==> config.mk <==
export PLATFORM = sky130hd
export DESIGN_NAME = i2c_master_bit_sequencer
export DESIGN_NICKNAME = d
export VERILOG_FILES = /design/src/hw/rtl/i2cm_pkg.sv /design/src/hw/rtl/i2c_master_bit_sequencer.sv /design/src/hw/rtl/i2cm_cfg.sv /design/src/hw/rtl/i2cm_core.sv
export VERILOG_INCLUDE_DIRS = /design/src /design/src/hw/rtl
export SDC_FILE = /design/constraint.sdc
export NUM_CORES = 1
export LEC_CHECK = 0
export BUFFER_PORTS_ARGS = -buffer_cell sky130_fd_sc_hd__buf_2
export CAP_MARGIN = 20
export CORE_ASPECT_RATIO = 0.9
export CORE_UTILIZATION = 40
export CTS_CLUSTER_DIAMETER = 150
export DETAILED_ROUTE_END_ITERATION = 6
export MAX_ROUTING_LAYER = met4
export PLACE_DENSITY_LB_ADDON = 0.08
export SYNTH_ARGS = -nofsm -noshare
export SYNTH_HDL_FRONTEND = slang
export SYNTH_SLANG_ARGS = --single-unit
==> constraint.sdc <==
create_clock -name i_clk -period 2.3 [get_ports i_clk]
set_input_delay 0.115 -clock i_clk [delete_from_list [all_inputs] [get_ports i_clk]]
set_output_delay 0.115 -clock i_clk [all_outputs]
set_load 0.01 [all_outputs]
==> src/hw/rtl/assert_macros.svh <==
// Assertion macros used by the I2C bit sequencer RTL.
// No dependencies; included by i2cm_core, the module that carries assertions.
`ifndef ASSERT_MACROS_SVH
`define ASSERT_MACROS_SVH

// The consequent must hold in the cycle after the antecedent.
`define ASSERT_NEXT(lbl, clk, rst_n, ante, cons) \
    lbl: assert property (@(posedge clk) disable iff (!(rst_n)) (ante) |=> (cons)) \
        else $error("assertion failed");

// The expression must hold at every rising clock edge outside reset.
`define ASSERT_ALWAYS(lbl, clk, rst_n, expr) \
    lbl: assert property (@(posedge clk) disable iff (!(rst_n)) (expr)) \
        else $error("assertion failed");

`endif

==> src/hw/rtl/i2cm_pkg.sv <==
// Types, codes and constants of the I2C master bit sequencer.
// No dependencies; imported by every module of the block.
`default_nettype none

package i2cm_pkg;

    localparam int CFG_IDX_W = 2;

    localparam logic [CFG_IDX_W-1:0] REG_START_STOP_HOLD = 2'd0;
    localparam logic [CFG_IDX_W-1:0] REG_BIT_PHASE_TICKS = 2'd1;
    localparam logic [CFG_IDX_W-1:0] REG_ACK_TIMEOUT     = 2'd2;

    localparam logic [7:0] RST_START_STOP_HOLD = 8'd5;
    localparam logic [7:0] RST_BIT_PHASE_TICKS = 8'd2;
    localparam logic [7:0] RST_ACK_TIMEOUT     = 8'd250;

    localparam logic [2:0] CMD_TICK  = 3'd0;
    localparam logic [2:0] CMD_START = 3'd1;
    localparam logic [2:0] CMD_STOP  = 3'd2;
    localparam logic [2:0] CMD_WRITE = 3'd3;
    localparam logic [2:0] CMD_READ  = 3'd4;

    localparam logic [3:0] PH_IDLE      = 4'd0;
    localparam logic [3:0] PH_ST_HIGH   = 4'd1;
    localparam logic [3:0] PH_ST_SDALOW = 4'd2;
    localparam logic [3:0] PH_SP_LOW    = 4'd3;
    localparam logic [3:0] PH_SP_HIGH   = 4'd4;
    localparam logic [3:0] PH_WR_LOW    = 4'd5;
    localparam logic [3:0] PH_WR_HIGH   = 4'd6;
    localparam logic [3:0] PH_WR_TAIL   = 4'd7;
    localparam logic [3:0] PH_AK_HOLD   = 4'd8;
    localparam logic [3:0] PH_AK_WAIT   = 4'd9;
    localparam logic [3:0] PH_RD_LOW    = 4'd10;
    localparam logic [3:0] PH_RD_HIGH   = 4'd11;
    localparam logic [3:0] PH_RA_LOW    = 4'd12;
    localparam logic [3:0] PH_RA_HIGH   = 4'd13;

    localparam logic [3:0] BITS_PER_BYTE = 4'd8;

    typedef struct packed {
        logic [7:0] start_stop_hold;
        logic [7:0] bit_phase_ticks;
        logic [7:0] ack_timeout;
    } t_cfg;

    typedef struct packed {
        logic [2:0] cmd;
        logic [7:0] tx_byte;
        logic       send_ack;
        logic       sda_in;
    } t_item;

    typedef struct packed {
        logic       scl_level;
        logic       sda_release;
        logic       busy_res;
        logic       done_res;
        logic [7:0] rx_byte;
        logic       ack_error;
    } t_result;

    function automatic logic [7:0] eff_hold(input logic [7:0] v);
        return (v == 8'd0) ? 8'd1 : v;
    endfunction

endpackage

`default_nettype wire

==> src/hw/rtl/i2c_master_bit_sequencer.sv <==
// I2C master bit sequencer top level: ticks in, one status word out per tick.
// Instantiates i2cm_cfg and i2cm_core; depends on i2cm_pkg.
//
// Usage:
//   Input channel (i_valid / o_stall): each accepted word is one bus tick with
//   the sampled SDA level; while idle the word may also launch a start, stop,
//   byte write or byte read command.
//   Output channel (o_valid / i_stall): exactly one status word per accepted
//   tick, carrying SCL and SDA drive levels, busy, done, the last received
//   byte and the ACK error flag after that tick.
//   Configuration channel (i_cfg_valid / o_cfg_ready): writes the start/stop
//   hold, bit phase and ACK timeout registers; ready is always high. Write
//   only while no command is running.
// Timing:
//   The output word is registered and appears in the cycle after input acceptance.
//   One tick is accepted every cycle while o_stall is low; the state machine
//   update sits between the state registers and the output register.
// Reset and flow control:
//   Reset releases both lines, returns to idle and loads register defaults.
//   o_stall rises only when the output word is held and i_stall is high.
`default_nettype none

module i2c_master_bit_sequencer
    import i2cm_pkg::*;
(
    input  wire logic                 i_clk,
    input  wire logic                 i_rst_n,
    input  wire logic                 i_valid,
    output logic                      o_stall,
    input  wire logic [2:0]           i_cmd,
    input  wire logic [7:0]           i_tx_byte,
    input  wire logic                 i_send_ack,
    input  wire logic                 i_sda_in,
    output logic                      o_valid,
    input  wire logic                 i_stall,
    output logic                      o_scl_level,
    output logic                      o_sda_release,
    output logic                      o_busy_res,
    output logic                      o_done_res,
    output logic [7:0]                o_rx_byte,
    output logic                      o_ack_error,
    input  wire logic                 i_cfg_valid,
    output logic                      o_cfg_ready,
    input  wire logic [CFG_IDX_W-1:0] i_cfg_index,
    input  wire logic [7:0]           i_cfg_data
);

    t_cfg    cfg;
    t_item   item;
    t_result res;
    t_result r_out;
    logic    r_out_valid;
    logic    accept;

    assign o_cfg_ready = 1'b1;
    assign o_stall     = r_out_valid && i_stall;
    assign accept      = i_valid && !o_stall;

    assign item.cmd      = i_cmd;
    assign item.tx_byte  = i_tx_byte;
    assign item.send_ack = i_send_ack;
    assign item.sda_in   = i_sda_in;

    i2cm_cfg u_cfg (
        .i_clk      (i_clk),
        .i_rst_n    (i_rst_n),
        .i_wr_en    (i_cfg_valid && o_cfg_ready),
        .i_wr_index (i_cfg_index),
        .i_wr_data  (i_cfg_data),
        .o_cfg      (cfg)
    );

    i2cm_core u_core (
        .i_clk   (i_clk),
        .i_rst_n (i_rst_n),
        .i_step  (accept),
        .i_item  (item),
        .i_cfg   (cfg),
        .o_res   (res)
    );

    always_ff @(posedge i_clk) begin
        if (!i_rst_n) begin
            r_out_valid <= 1'b0;
        end else if (accept) begin
            r_out_valid <= 1'b1;
        end else if (!i_stall) begin
            r_out_valid <= 1'b0;
        end
    end

    always_ff @(posedge i_clk) begin
        if (accept) begin
            r_out <= res;
        end
    end

    assign o_valid       = r_out_valid;
    assign o_scl_level   = r_out.scl_level;
    assign o_sda_release = r_out.sda_release;
    assign o_busy_res    = r_out.busy_res;
    assign o_done_res    = r_out.done_res;
    assign o_rx_byte     = r_out.rx_byte;
    assign o_ack_error   = r_out.ack_error;

endmodule

`default_nettype wire

==> src/hw/rtl/i2cm_cfg.sv <==
// Configuration register file of the I2C master bit sequencer.
// Depends on i2cm_pkg for register indexes and reset values.
`default_nettype none

module i2cm_cfg
    import i2cm_pkg::*;
(
    input  wire logic                 i_clk,
    input  wire logic                 i_rst_n,
    input  wire logic                 i_wr_en,
    input  wire logic [CFG_IDX_W-1:0] i_wr_index,
    input  wire logic [7:0]           i_wr_data,
    output t_cfg                      o_cfg
);

    t_cfg r_cfg;

    always_ff @(posedge i_clk) begin
        if (!i_rst_n) begin
            r_cfg.start_stop_hold <= RST_START_STOP_HOLD;
            r_cfg.bit_phase_ticks <= RST_BIT_PHASE_TICKS;
            r_cfg.ack_timeout     <= RST_ACK_TIMEOUT;
        end else if (i_wr_en) begin
            unique case (i_wr_index)
                REG_START_STOP_HOLD: r_cfg.start_stop_hold <= i_wr_data;
                REG_BIT_PHASE_TICKS: r_cfg.bit_phase_ticks <= i_wr_data;
                REG_ACK_TIMEOUT:     r_cfg.ack_timeout     <= i_wr_data;
                default: ;
            endcase
        end
    end

    assign o_cfg = r_cfg;

endmodule

`default_nettype wire

==> src/hw/rtl/i2cm_core.sv <==
// Bus phase state machine of the I2C master bit sequencer: one tick per word.
// Depends on i2cm_pkg and assert_macros.svh.
`default_nettype none
`include "assert_macros.svh"

module i2cm_core
    import i2cm_pkg::*;
(
    input  wire logic  i_clk,
    input  wire logic  i_rst_n,
    input  wire logic  i_step,
    input  wire t_item i_item,
    input  wire t_cfg  i_cfg,
    output t_result    o_res
);

    logic [3:0] r_phase, n_phase;
    logic [3:0] r_bit_index, n_bit_index;
    logic [7:0] r_hold, n_hold;
    logic [7:0] r_wait, n_wait;
    logic [7:0] r_shift, n_shift;
    logic       r_scl, n_scl;
    logic       r_sda, n_sda;
    logic       r_ack_mode, n_ack_mode;
    logic [7:0] r_rx, n_rx;
    logic       r_err, n_err;
    logic       done;
    logic [7:0] ss_hold;
    logic [7:0] bit_hold;
    logic [7:0] shifted;
    logic       ack_seen;
    logic       hold_free;

    assign ss_hold  = eff_hold(i_cfg.start_stop_hold);
    assign bit_hold = eff_hold(i_cfg.bit_phase_ticks);
    assign shifted  = {r_shift[6:0], 1'b0};

    always_comb begin
        n_phase     = r_phase;
        n_bit_index = r_bit_index;
        n_hold      = r_hold;
        n_wait      = r_wait;
        n_shift     = r_shift;
        n_scl       = r_scl;
        n_sda       = r_sda;
        n_ack_mode  = r_ack_mode;
        n_rx        = r_rx;
        n_err       = r_err;
        done        = 1'b0;
        if (r_phase == PH_IDLE) begin
            unique case (i_item.cmd)
                CMD_START: begin
                    n_phase = PH_ST_HIGH; n_scl = 1'b1; n_sda = 1'b1; n_hold = ss_hold;
                end
                CMD_STOP: begin
                    n_phase = PH_SP_LOW; n_scl = 1'b0; n_sda = 1'b0; n_hold = ss_hold;
                end
                CMD_WRITE: begin
                    n_shift     = i_item.tx_byte;
                    n_bit_index = 4'd0;
                    n_phase     = PH_WR_LOW;
                    n_scl       = 1'b0;
                    n_sda       = i_item.tx_byte[7];
                    n_hold      = bit_hold;
                end
                CMD_READ: begin
                    n_shift     = 8'd0;
                    n_bit_index = 4'd0;
                    n_ack_mode  = i_item.send_ack;
                    n_phase     = PH_RD_LOW;
                    n_scl       = 1'b0;
                    n_sda       = 1'b1;
                    n_hold      = bit_hold;
                end
                default: ;
            endcase
        end else if (r_phase == PH_AK_WAIT) begin
            if (!i_item.sda_in) begin
                n_scl   = 1'b0;
                n_err   = 1'b0;
                n_phase = PH_IDLE;
                done    = 1'b1;
            end else if (r_wait >= i_cfg.ack_timeout) begin
                n_err   = 1'b1;
                n_phase = PH_SP_LOW;
                n_scl   = 1'b0;
                n_sda   = 1'b0;
                n_hold  = ss_hold;
            end else begin
                n_wait = r_wait + 8'd1;
            end
        end else if (r_hold > 8'd1) begin
            n_hold = r_hold - 8'd1;
        end else begin
            unique case (r_phase)
                PH_ST_HIGH: begin
                    n_phase = PH_ST_SDALOW; n_scl = 1'b1; n_sda = 1'b0; n_hold = ss_hold;
                end
                PH_ST_SDALOW: begin
                    n_scl = 1'b0; n_phase = PH_IDLE; done = 1'b1;
                end
                PH_SP_LOW: begin
                    n_phase = PH_SP_HIGH; n_scl = 1'b1; n_sda = 1'b1; n_hold = ss_hold;
                end
                PH_SP_HIGH: begin
                    n_phase = PH_IDLE; done = 1'b1;
                end
                PH_WR_LOW: begin
                    n_phase = PH_WR_HIGH; n_scl = 1'b1; n_hold = bit_hold;
                end
                PH_WR_HIGH: begin
                    n_phase = PH_WR_TAIL; n_scl = 1'b0; n_hold = bit_hold;
                end
                PH_WR_TAIL: begin
                    n_shift     = shifted;
                    n_bit_index = r_bit_index + 4'd1;
                    if (n_bit_index < BITS_PER_BYTE) begin
                        n_phase = PH_WR_LOW; n_scl = 1'b0; n_sda = shifted[7];
                        n_hold  = bit_hold;
                    end else begin
                        n_phase = PH_AK_HOLD; n_scl = 1'b1; n_sda = 1'b1;
                        n_hold  = ss_hold;
                    end
                end
                PH_AK_HOLD: begin
                    n_wait  = 8'd0;
                    n_phase = PH_AK_WAIT;
                end
                PH_RD_LOW: begin
                    n_shift = {r_shift[6:0], i_item.sda_in};
                    n_phase = PH_RD_HIGH; n_scl = 1'b1; n_sda = 1'b1; n_hold = bit_hold;
                end
                PH_RD_HIGH: begin
                    n_bit_index = r_bit_index + 4'd1;
                    n_scl       = 1'b0;
                    n_hold      = bit_hold;
                    if (n_bit_index < BITS_PER_BYTE) begin
                        n_phase = PH_RD_LOW; n_sda = 1'b1;
                    end else begin
                        n_rx    = r_shift;
                        n_phase = PH_RA_LOW; n_sda = !r_ack_mode;
                    end
                end
                PH_RA_LOW: begin
                    n_phase = PH_RA_HIGH; n_scl = 1'b1; n_hold = bit_hold;
                end
                PH_RA_HIGH: begin
                    n_scl = 1'b0; n_phase = PH_IDLE; done = 1'b1;
                end
                default: n_phase = PH_IDLE;
            endcase
        end
    end

    always_ff @(posedge i_clk) begin
        if (!i_rst_n) begin
            r_phase     <= PH_IDLE;
            r_bit_index <= 4'd0;
            r_hold      <= 8'd0;
            r_wait      <= 8'd0;
            r_shift     <= 8'd0;
            r_scl       <= 1'b1;
            r_sda       <= 1'b1;
            r_ack_mode  <= 1'b0;
            r_rx        <= 8'd0;
            r_err       <= 1'b0;
        end else if (i_step) begin
            r_phase     <= n_phase;
            r_bit_index <= n_bit_index;
            r_hold      <= n_hold;
            r_wait      <= n_wait;
            r_shift     <= n_shift;
            r_scl       <= n_scl;
            r_sda       <= n_sda;
            r_ack_mode  <= n_ack_mode;
            r_rx        <= n_rx;
            r_err       <= n_err;
        end
    end

    assign o_res.scl_level   = n_scl;
    assign o_res.sda_release = n_sda;
    assign o_res.busy_res    = (n_phase != PH_IDLE);
    assign o_res.done_res    = done;
    assign o_res.rx_byte     = n_rx;
    assign o_res.ack_error   = n_err;

    assign ack_seen  = i_step && (r_phase == PH_AK_WAIT) && !i_item.sda_in;
    assign hold_free = (r_phase == PH_IDLE) || (r_phase == PH_AK_WAIT);

    `ASSERT_NEXT(a_ack_ends_cmd, i_clk, i_rst_n, ack_seen, r_phase == PH_IDLE && !r_err)
    `ASSERT_ALWAYS(a_bit_index_range, i_clk, i_rst_n, r_bit_index <= BITS_PER_BYTE)
    `ASSERT_ALWAYS(a_hold_loaded, i_clk, i_rst_n, hold_free || r_hold != 8'd0)

endmodule

`default_nettype wire

==> results.md, run 1 <==
- Tmin final: roughly 2.2 ns
- CTS tree: done
- Post-synthesis sequential area ratio: 0.382
- Lkg Pwr: 2.44 nW
- Total CTS buffers: 9
- Area grow syn2layout: 26.3%
- Worst-Margin Slew: between 0.6 and 0.7 ns
- Sw Pwr: around 0.0015 W
- Crit path DAT: 2.50 ns
- Post-synth EDFFs: 13
- CP required: about 2.6 ns
- R2r startpoint: u_core.r_hold[0]$_SDFFE_PN0P_
- Vias in the first global route: between 4000 and 5000
- Core Area: around 11000 sq um
- RSZ-0062 raised after global routing: true
- Antenna Violating Nets Remaining: 0
- Die Y-Extent: around 100 microns
- Hold Path Depth: 3
- Switching part of the total: 0.330
- # fillers: between 1000 and 1500
- PwrDens: 777 nW/um^2
- Die width: around 120 microns
- DRC: 0
- WS Path Type: register to register
- Drt pass-1 iters: 4
- Worst reg2reg path endpoint: u_core.r_wait[7]$_SDFFE_PN0P_
- Final Cycle Share: 0.964
- Post-synth top flop: dfxtp_1
- Worst Hold Class: input pin to register
- Pin count of the biggest net entering global routing: 40
- Worst Setup SP: u_core.r_hold[0]$_SDFFE_PN0P_
- Fraction of layout cells with a size suffix above 1: 0.275
- Detailed placement HPWL: 9.75 mm
- CTS root buffer: clkbuf_16
- Final wirelength: approximately 13 mm
- Die Footprint: roughly 12000 sq um
- Setup violations, final: 0
- Post-Syn Area per Cell: between 8 and 9 sq um
- Ys Warns: 0
- FMAX: about 450 MHz
- Async SR Flop Fraction: 0
- End point of the critical path: u_core.r_wait[7]$_SDFFE_PN0P_
- CTS clk-pin slew, worst paths: about 0.060 ns
- DR iter-0 viols: 286
- Vias per cell: around 5.6
- Final nets: approximately 660
- Clock power share: 0.323
- Slew Limit Headroom: 0.586
- Max IR drop VDD: 0.000490 V
- Clk sinks: 82
- Flop2flop setup slack: roughly 0.084 ns
- Mapped cell area: between 4000 and 5000 sq um
- # rows: 36
- Buffers added on ports: 42
- Synth unique cells: 69
- CP max FO: 4
- Setup TNS Final: 0 ns
- Setup WS post-layout: 0.0838 ns
- Routed vias: 4365
- DP Worst Slack: -0.0317 ns
- Antenna violations before repair: 0
- Status: finished, final reports clean
- H-Tree Depth: 3
- Final Slew Violations: 0
- Comb power frac: 0.311
- Starting Density: 0.421
- Worst skew pair latency: ~0.35 ns
- Max_cap viols: 0
- Total grt overflow: 0
- #FFs+latches synth: 82
- Syn Inst Count: roughly 540
- CTS Buffer Depth: 2
- Synthesized Nets: 576
- Hold path start: i_send_ack
- Gr usage total: 0.243
- Final Wtd Congestion: 0.911
- Final hold vios: 0
- # IOs: 44
- Internal: slightly above 0.003 W
- R2r worst-path depth: 9
- WHS: ~0.013 ns
- CP Capture Type: register
- WL/cell: 17.1 microns
- Clock Skew: 0.00626 ns
- First-pass GRT wire length: 21.7 mm
- Sequential power share: 0.366
- Inserted Diodes: 0
- Startpoint types: register
[cells by family after synthesis]
logic type      Yosys count  synth area share
compound gates          143             0.215
xor+xnor                 13            0.0245
fa+ha+maj                12            0.0324
buf+inv                  54            0.0504
flops                    82             0.382
mux                      40            0.0895
other cells               1          0.000808
simple gates            191             0.206
[per-layer routing]
metal	wire, microns	GRT usage	vias to the layer above
met5	0	-	-
met4	184	0.0705	0
met3	568	0.0641	16
met2	6150	0.355	98
met1	6440	0.326	2091
li1	-	-	2160
[cell usage after synthesis, drive strengths merged (10+ instances only)]
| library cell | number | area share |
|---|---|---|
| a211oi | 12 | 0.020 |
| a21oi | 32 | 0.035 |
| buf | 13 | 0.017 |
| clkbuf | 20 | 0.016 |
| dfxtp | 69 | 0.30 |
| edfxtp | 13 | 0.084 |
| ha | 12 | 0.032 |
| inv | 21 | 0.017 |
| mux2 | 12 | 0.029 |
| mux2i | 28 | 0.060 |
| nand2 | 43 | 0.035 |
| nand3 | 14 | 0.016 |
| nor2 | 60 | 0.049 |
| nor3 | 16 | 0.018 |
| o211ai | 10 | 0.016 |
| o21ai | 31 | 0.034 |
[worst min-delay path by stage]
stage | endpoint | slack [ns]
after global placement | o_valid$_SDFFE_PN0P_ | 0.34
after global routing | u_core.r_ack_mode$_SDFFE_PN0P_ | 0.02
after floorplan | o_valid$_SDFFE_PN0P_ | 0.24
after CTS | u_core.r_ack_mode$_SDFFE_PN0P_ | 0.004
final | u_core.r_ack_mode$_SDFFE_PN0P_ | 0.01
after detailed placement | o_valid$_SDFFE_PN0P_ | 0.35
[layout make-up]
| cell class | instances | area (sq um) | area share |
|---|---|---|---|
| Clock inverter | 4 | 28.8 | 0.00491 |
| Timing Repair Buffer | 109 | 732 | 0.125 |
| Tap cell | 152 | 190 | 0.0325 |
| Multi-Input combinational cell | 400 | 2770 | 0.473 |
| Inverter | 21 | 78.8 | 0.0135 |
| Clock buffer | 12 | 278 | 0.0474 |
| Sequential cell | 82 | 1780 | 0.304 |
[stage by stage]
step	cells	instance area, sq um	power, W	utilization
floorplan	536	4660	0.00252	-
global placement	760	5390	0.00302	0.489
detailed placement	760	5390	0.00303	0.489
CTS	777	5730	0.00454	0.519
global route	780	5860	0.00480	0.531
finish	780	5860	0.00455	0.531
[worst max-delay path: stages (launching register included)]
cell       delay, ns
dfxtp_2         0.34
inv_2           0.06
ha_2            0.19
or2_2           0.13
nand3_2         0.12
a2111oi_4       0.36
buf_4           0.20
o2111ai_4       0.13
or4_4           0.50
a21oi_2         0.12
[power groups by stage]
stage / sequential, W / clock, W / combinational (W)
global route: 0.00168 / 0.00157 / 0.00154
finish: 0.00167 / 0.00147 / 0.00141
CTS: 0.00166 / 0.00151 / 0.00137
floorplan: 0.00168 / 0 / 0.000838
detailed placement: 0.00169 / 0 / 0.00134
global placement: 0.00168 / 0 / 0.00134
[repair_timing]
item,CTS,global route
resized for setup,3,28
hold buffers,1,0
setup endpoints to repair,9,25
setup buffers,0,3
endpoints found under the hold margin,1,0
pin swaps,2,8
[sequential cells by signal, summed over array words and instances, names as in the netlist, 4 cells and up]
name	cells
u_core.r_phase	4
u_core.r_rx	8
u_core.r_wait	8
o_rx_byte	8
u_core.r_shift	8
u_core.r_bit_index	4
u_core.r_hold	8
u_cfg.o_cfg	24
[layout by cell type, fill, tap and decap left out, types with 14 or more instances in the layout]
cell	n
nor2_1	59
nor3_1	14
mux2i_1	28
buf_2	42
dfxtp_1	63
o21ai_0	28
nand2_1	43
inv_1	19
buf_4	64
a21oi_1	30
Note: power is estimated with default switching activity, not from simulation.
==> run 2: changes to the inputs <==
- PLACE_DENSITY_LB_ADDON: 0.08 -> 0.3
- clock period: 2.3 -> 2 ns (I/O delays scaled with it)
==> run 2 against run 1 <==
Compared with the run above: the run now ends with negative setup slack left; via count rose by 11%; critical path type unchanged; critical endpoint is now u_core.r_rx[0]$_SDFFE_PN0P_; final area rose by 17%; wire length rose by 14%; count of clock-buffer cells in the layout did not move; die area did not move; register-to-register slack got worse by 0.28 ns; critical path depth fell by 2; sequential share of layout area fell by 4.4 points; maximum frequency rose by 0.72%; combinational power rose by 70%; core utilization rose by 9.2 points.
==> results.md, run 2 (synthesis gave the netlist of run 1 again) <==
- Buffers added on ports: 42 (unchanged)
- Vias in the first global route: 4655 (was 4226)
- Tmin final: 2.20 ns (was 2.22 ns)
- Routed vias: 4848 (was 4365)
- Failing checks: negative setup slack
- Slew Limit Headroom: 0.520 (was 0.586)
- Clk sinks: 82 (unchanged)
- Die Y-Extent: 104 microns (unchanged)
- Total CTS buffers: 9 (unchanged)
- Die width: 116 microns (unchanged)
- First-pass GRT wire length: 23.5 mm (was 21.7 mm)
- Final wirelength: 15.2 mm (was 13.3 mm)
- Inserted Diodes: 0 (unchanged)
- CTS Buffer Depth: 2 (unchanged)
- R2r startpoint: u_core.r_hold[2]$_SDFFE_PN0P_ (was u_core.r_hold[0]$_SDFFE_PN0P_)
- Total grt overflow: 0 (unchanged)
- Lkg Pwr: 2.88 nW (was 2.44 nW)
- Die Footprint: 12000 sq um (unchanged)
- RSZ-0062 raised after global routing: true (unchanged)
- DRC: 0 (unchanged)
- Most common cell after layout, fill and taps aside: buf_4 (unchanged)
- PwrDens: 886 nW/um^2 (was 777 nW/um^2)
- Worst reg2reg path endpoint: u_core.r_rx[0]$_SDFFE_PN0P_ (was u_core.r_wait[7]$_SDFFE_PN0P_)
- Drt pass-1 iters: 5 (was 4)
- Max reg flops: 24 (unchanged)
- Antenna Violating Nets Remaining: 0 (unchanged)
- Final Cycle Share: 1.10 (was 0.964)
- Antenna violations before repair: 0 (unchanged)
- Worst Hold Class: input pin to register (unchanged)
- CP max FO: 6 (was 4)
- Commonest cells after routing, fill and taps aside: buf_4, dfxtp_1, nor2_1 (unchanged)
- Final nets: 728 (was 663)
- Total Power: 0.00610 W (was 0.00455 W)
- Detailed placement HPWL: 10.3 mm (was 9.75 mm)
- DR iter-0 viols: 421 (was 286)
- Fraction of layout cells with a size suffix above 1: 0.420 (was 0.275)
- Gr usage total: 0.256 (was 0.243)
- Flop2flop setup slack: -0.20 ns (was 0.08 ns)
- Core Area: 11000 sq um (unchanged)
- CTS clk-pin slew, worst paths: 0.06 ns (about the same)
- # rows: 36 (unchanged)
- Setup violations, final: 50 (was 0)
- Worst-Margin Slew: 0.719 ns (was 0.617 ns)
- CTS tree: done (unchanged)
- R2r worst-path depth: 7 (was 9)
- CP required: 2.20 ns (was 2.58 ns)
- Clock Skew: 0.00611 ns (was 0.00626 ns)
- Critical-path cell list: or4_4 -> nor3_4 -> buf_6 -> nand4_1 -> buf_6 -> mux2i_1 -> nor2_1 (was inv_2 -> ha_2 -> or2_2 -> nand3_2 -> a2111oi_4 -> buf_4 -> o2111ai_4 -> or4_4 -> a21oi_2)
- Worst skew pair latency: 0.34 ns (was 0.35 ns)
- Max_cap viols: 0 (unchanged)
- Slowest stage delay, CP: 0.61 ns (was 0.50 ns)
- Crit path DAT: 2.40 ns (was 2.50 ns)
- Final hold vios: 0 (unchanged)
- Area grow syn2layout: 48.2% (was 26.3%)
- Pin count of the biggest net entering global routing: 25 (was 40)
- Hold path start: i_cfg_data[0] (was i_send_ack)
- Slowest-stage cell, CP: or4_4 (unchanged)
- CTS root buffer: clkbuf_16 (unchanged)
- Post-route core utilization: 0.623 (was 0.531)
- Starting Density: 0.421 (unchanged)
- Dpl cell area: 5750 sq um (was 5390 sq um)
- Post-route cell area: 6880 sq um (was 5860 sq um)
- Final Wtd Congestion: 0.950 (was 0.911)
- Most frequent CP cell: buf_6
- Max IR drop VDD: 0.000439 V (was 0.000490 V)
- H-Tree Depth: 3 (unchanged)
- WL/cell: 18.0 microns (was 17.1 microns)
- # fillers: 885 (was 1026)
- Vias per cell: 5.74 (was 5.60)
- Final Slew Violations: 0 (unchanged)
- Min-Delay Endpoint: u_cfg.o_cfg[16]$_SDFFE_PN1P_ (was u_core.r_ack_mode$_SDFFE_PN0P_)
- Startpoint types: register (unchanged)
- Setup TNS Final: -5.52 ns (was 0 ns)
- Hold Path Depth: 3 (unchanged)
- WHS: 0.0259 ns (was 0.0127 ns)
- # IOs: 44 (unchanged)
- FMAX: 454 MHz (was 451 MHz)
- Status: finished, violations left (was finished, final reports clean)
- CP Capture Type: register (unchanged)
- WS Path Type: register to register (unchanged)
- Setup WS post-layout: -0.200 ns (was 0.0838 ns)
[run 2: changes by cell type in the layout (fill, tap and decap cells not counted), moves of 5 or more]
cell / change
buf_6: +17
nor2_2: +5
a21oi_2: +7
o21ai_0: -12
a221oi_2: +5
nor2_1: -9
buf_4: +40
a21oi_1: -8
a221oi_1: -5
o21ai_1: +9
[run 2: power by group]
group / total, W / internal [W] / switching [W]
clock network: 0.00178 / 0.00110 / 0.000686
logic: 0.00239 / 0.00117 / 0.00122
registers: 0.00192 / 0.00181 / 0.000113
total: 0.00610 / 0.00408 / 0.00202
[run 2: worst max-delay path by stage]
stage	from	end	slack, ns	depth (start not counted)
after floorplan	u_core.r_wait[0]$_SDFFE_PN0P_	u_core.r_wait[7]$_SDFFE_PN0P_	-0.17	8
after global placement	u_core.r_wait[0]$_SDFFE_PN0P_	u_core.r_hold[7]$_SDFFE_PN0P_	-0.19	10
after detailed placement	u_core.r_hold[0]$_SDFFE_PN0P_	u_core.r_wait[7]$_SDFFE_PN0P_	-0.22	8
after CTS	u_core.r_hold[3]$_SDFFE_PN0P_	u_core.r_wait[7]$_SDFFE_PN0P_	-0.21	6
after global routing	u_core.r_phase[3]$_SDFFE_PN0P_	u_core.r_shift[3]$_SDFFE_PN0P_	-0.29	11
final	u_core.r_hold[2]$_SDFFE_PN0P_	u_core.r_rx[0]$_SDFFE_PN0P_	-0.20	7
[run 2: cell type report]
class | instances | area (sq um) | area share
Clock buffer | 12 | 236 | 0.0344
Clock inverter | 4 | 76.3 | 0.0111
Inverter | 21 | 78.8 | 0.0115
Multi-Input combinational cell | 401 | 3160 | 0.459
Sequential cell | 82 | 1790 | 0.260
Tap cell | 152 | 190 | 0.0277
Timing Repair Buffer | 173 | 1350 | 0.197
[run 2: worst max-delay path: cells and delay by family (launching register included)]
kind	cells	cell delay, ns
buf+inv	2	0.40
flops	1	0.35
mux	1	0.17
simple gates	4	1.12
[run 2: repair_timing]
action                                  4_1_cts  5_1_grt
endpoints found under the setup margin       47       53
gates cloned                                  1        3
pin swaps                                    23       39
hold buffers                                  2        0
gates resized for setup                      35       92
endpoints found under the hold margin         2        0
buffers inserted                              6       27
[run 2: layer usage]
metal	GRT usage	vias to the layer above	wire, microns
met4	0.100	0	361
li1	-	2284	-
met3	0.0408	38	984
met2	0.394	192	7290
met1	0.333	2334	6570
met5	-	-	0
[run 2: per-stage QoR]
step	setup WS, ns	std cells
global placement	-0.190	793
global route	-0.294	845
finish	-0.200	845
detailed placement	-0.217	793
floorplan	-0.166	536
CTS	-0.213	817
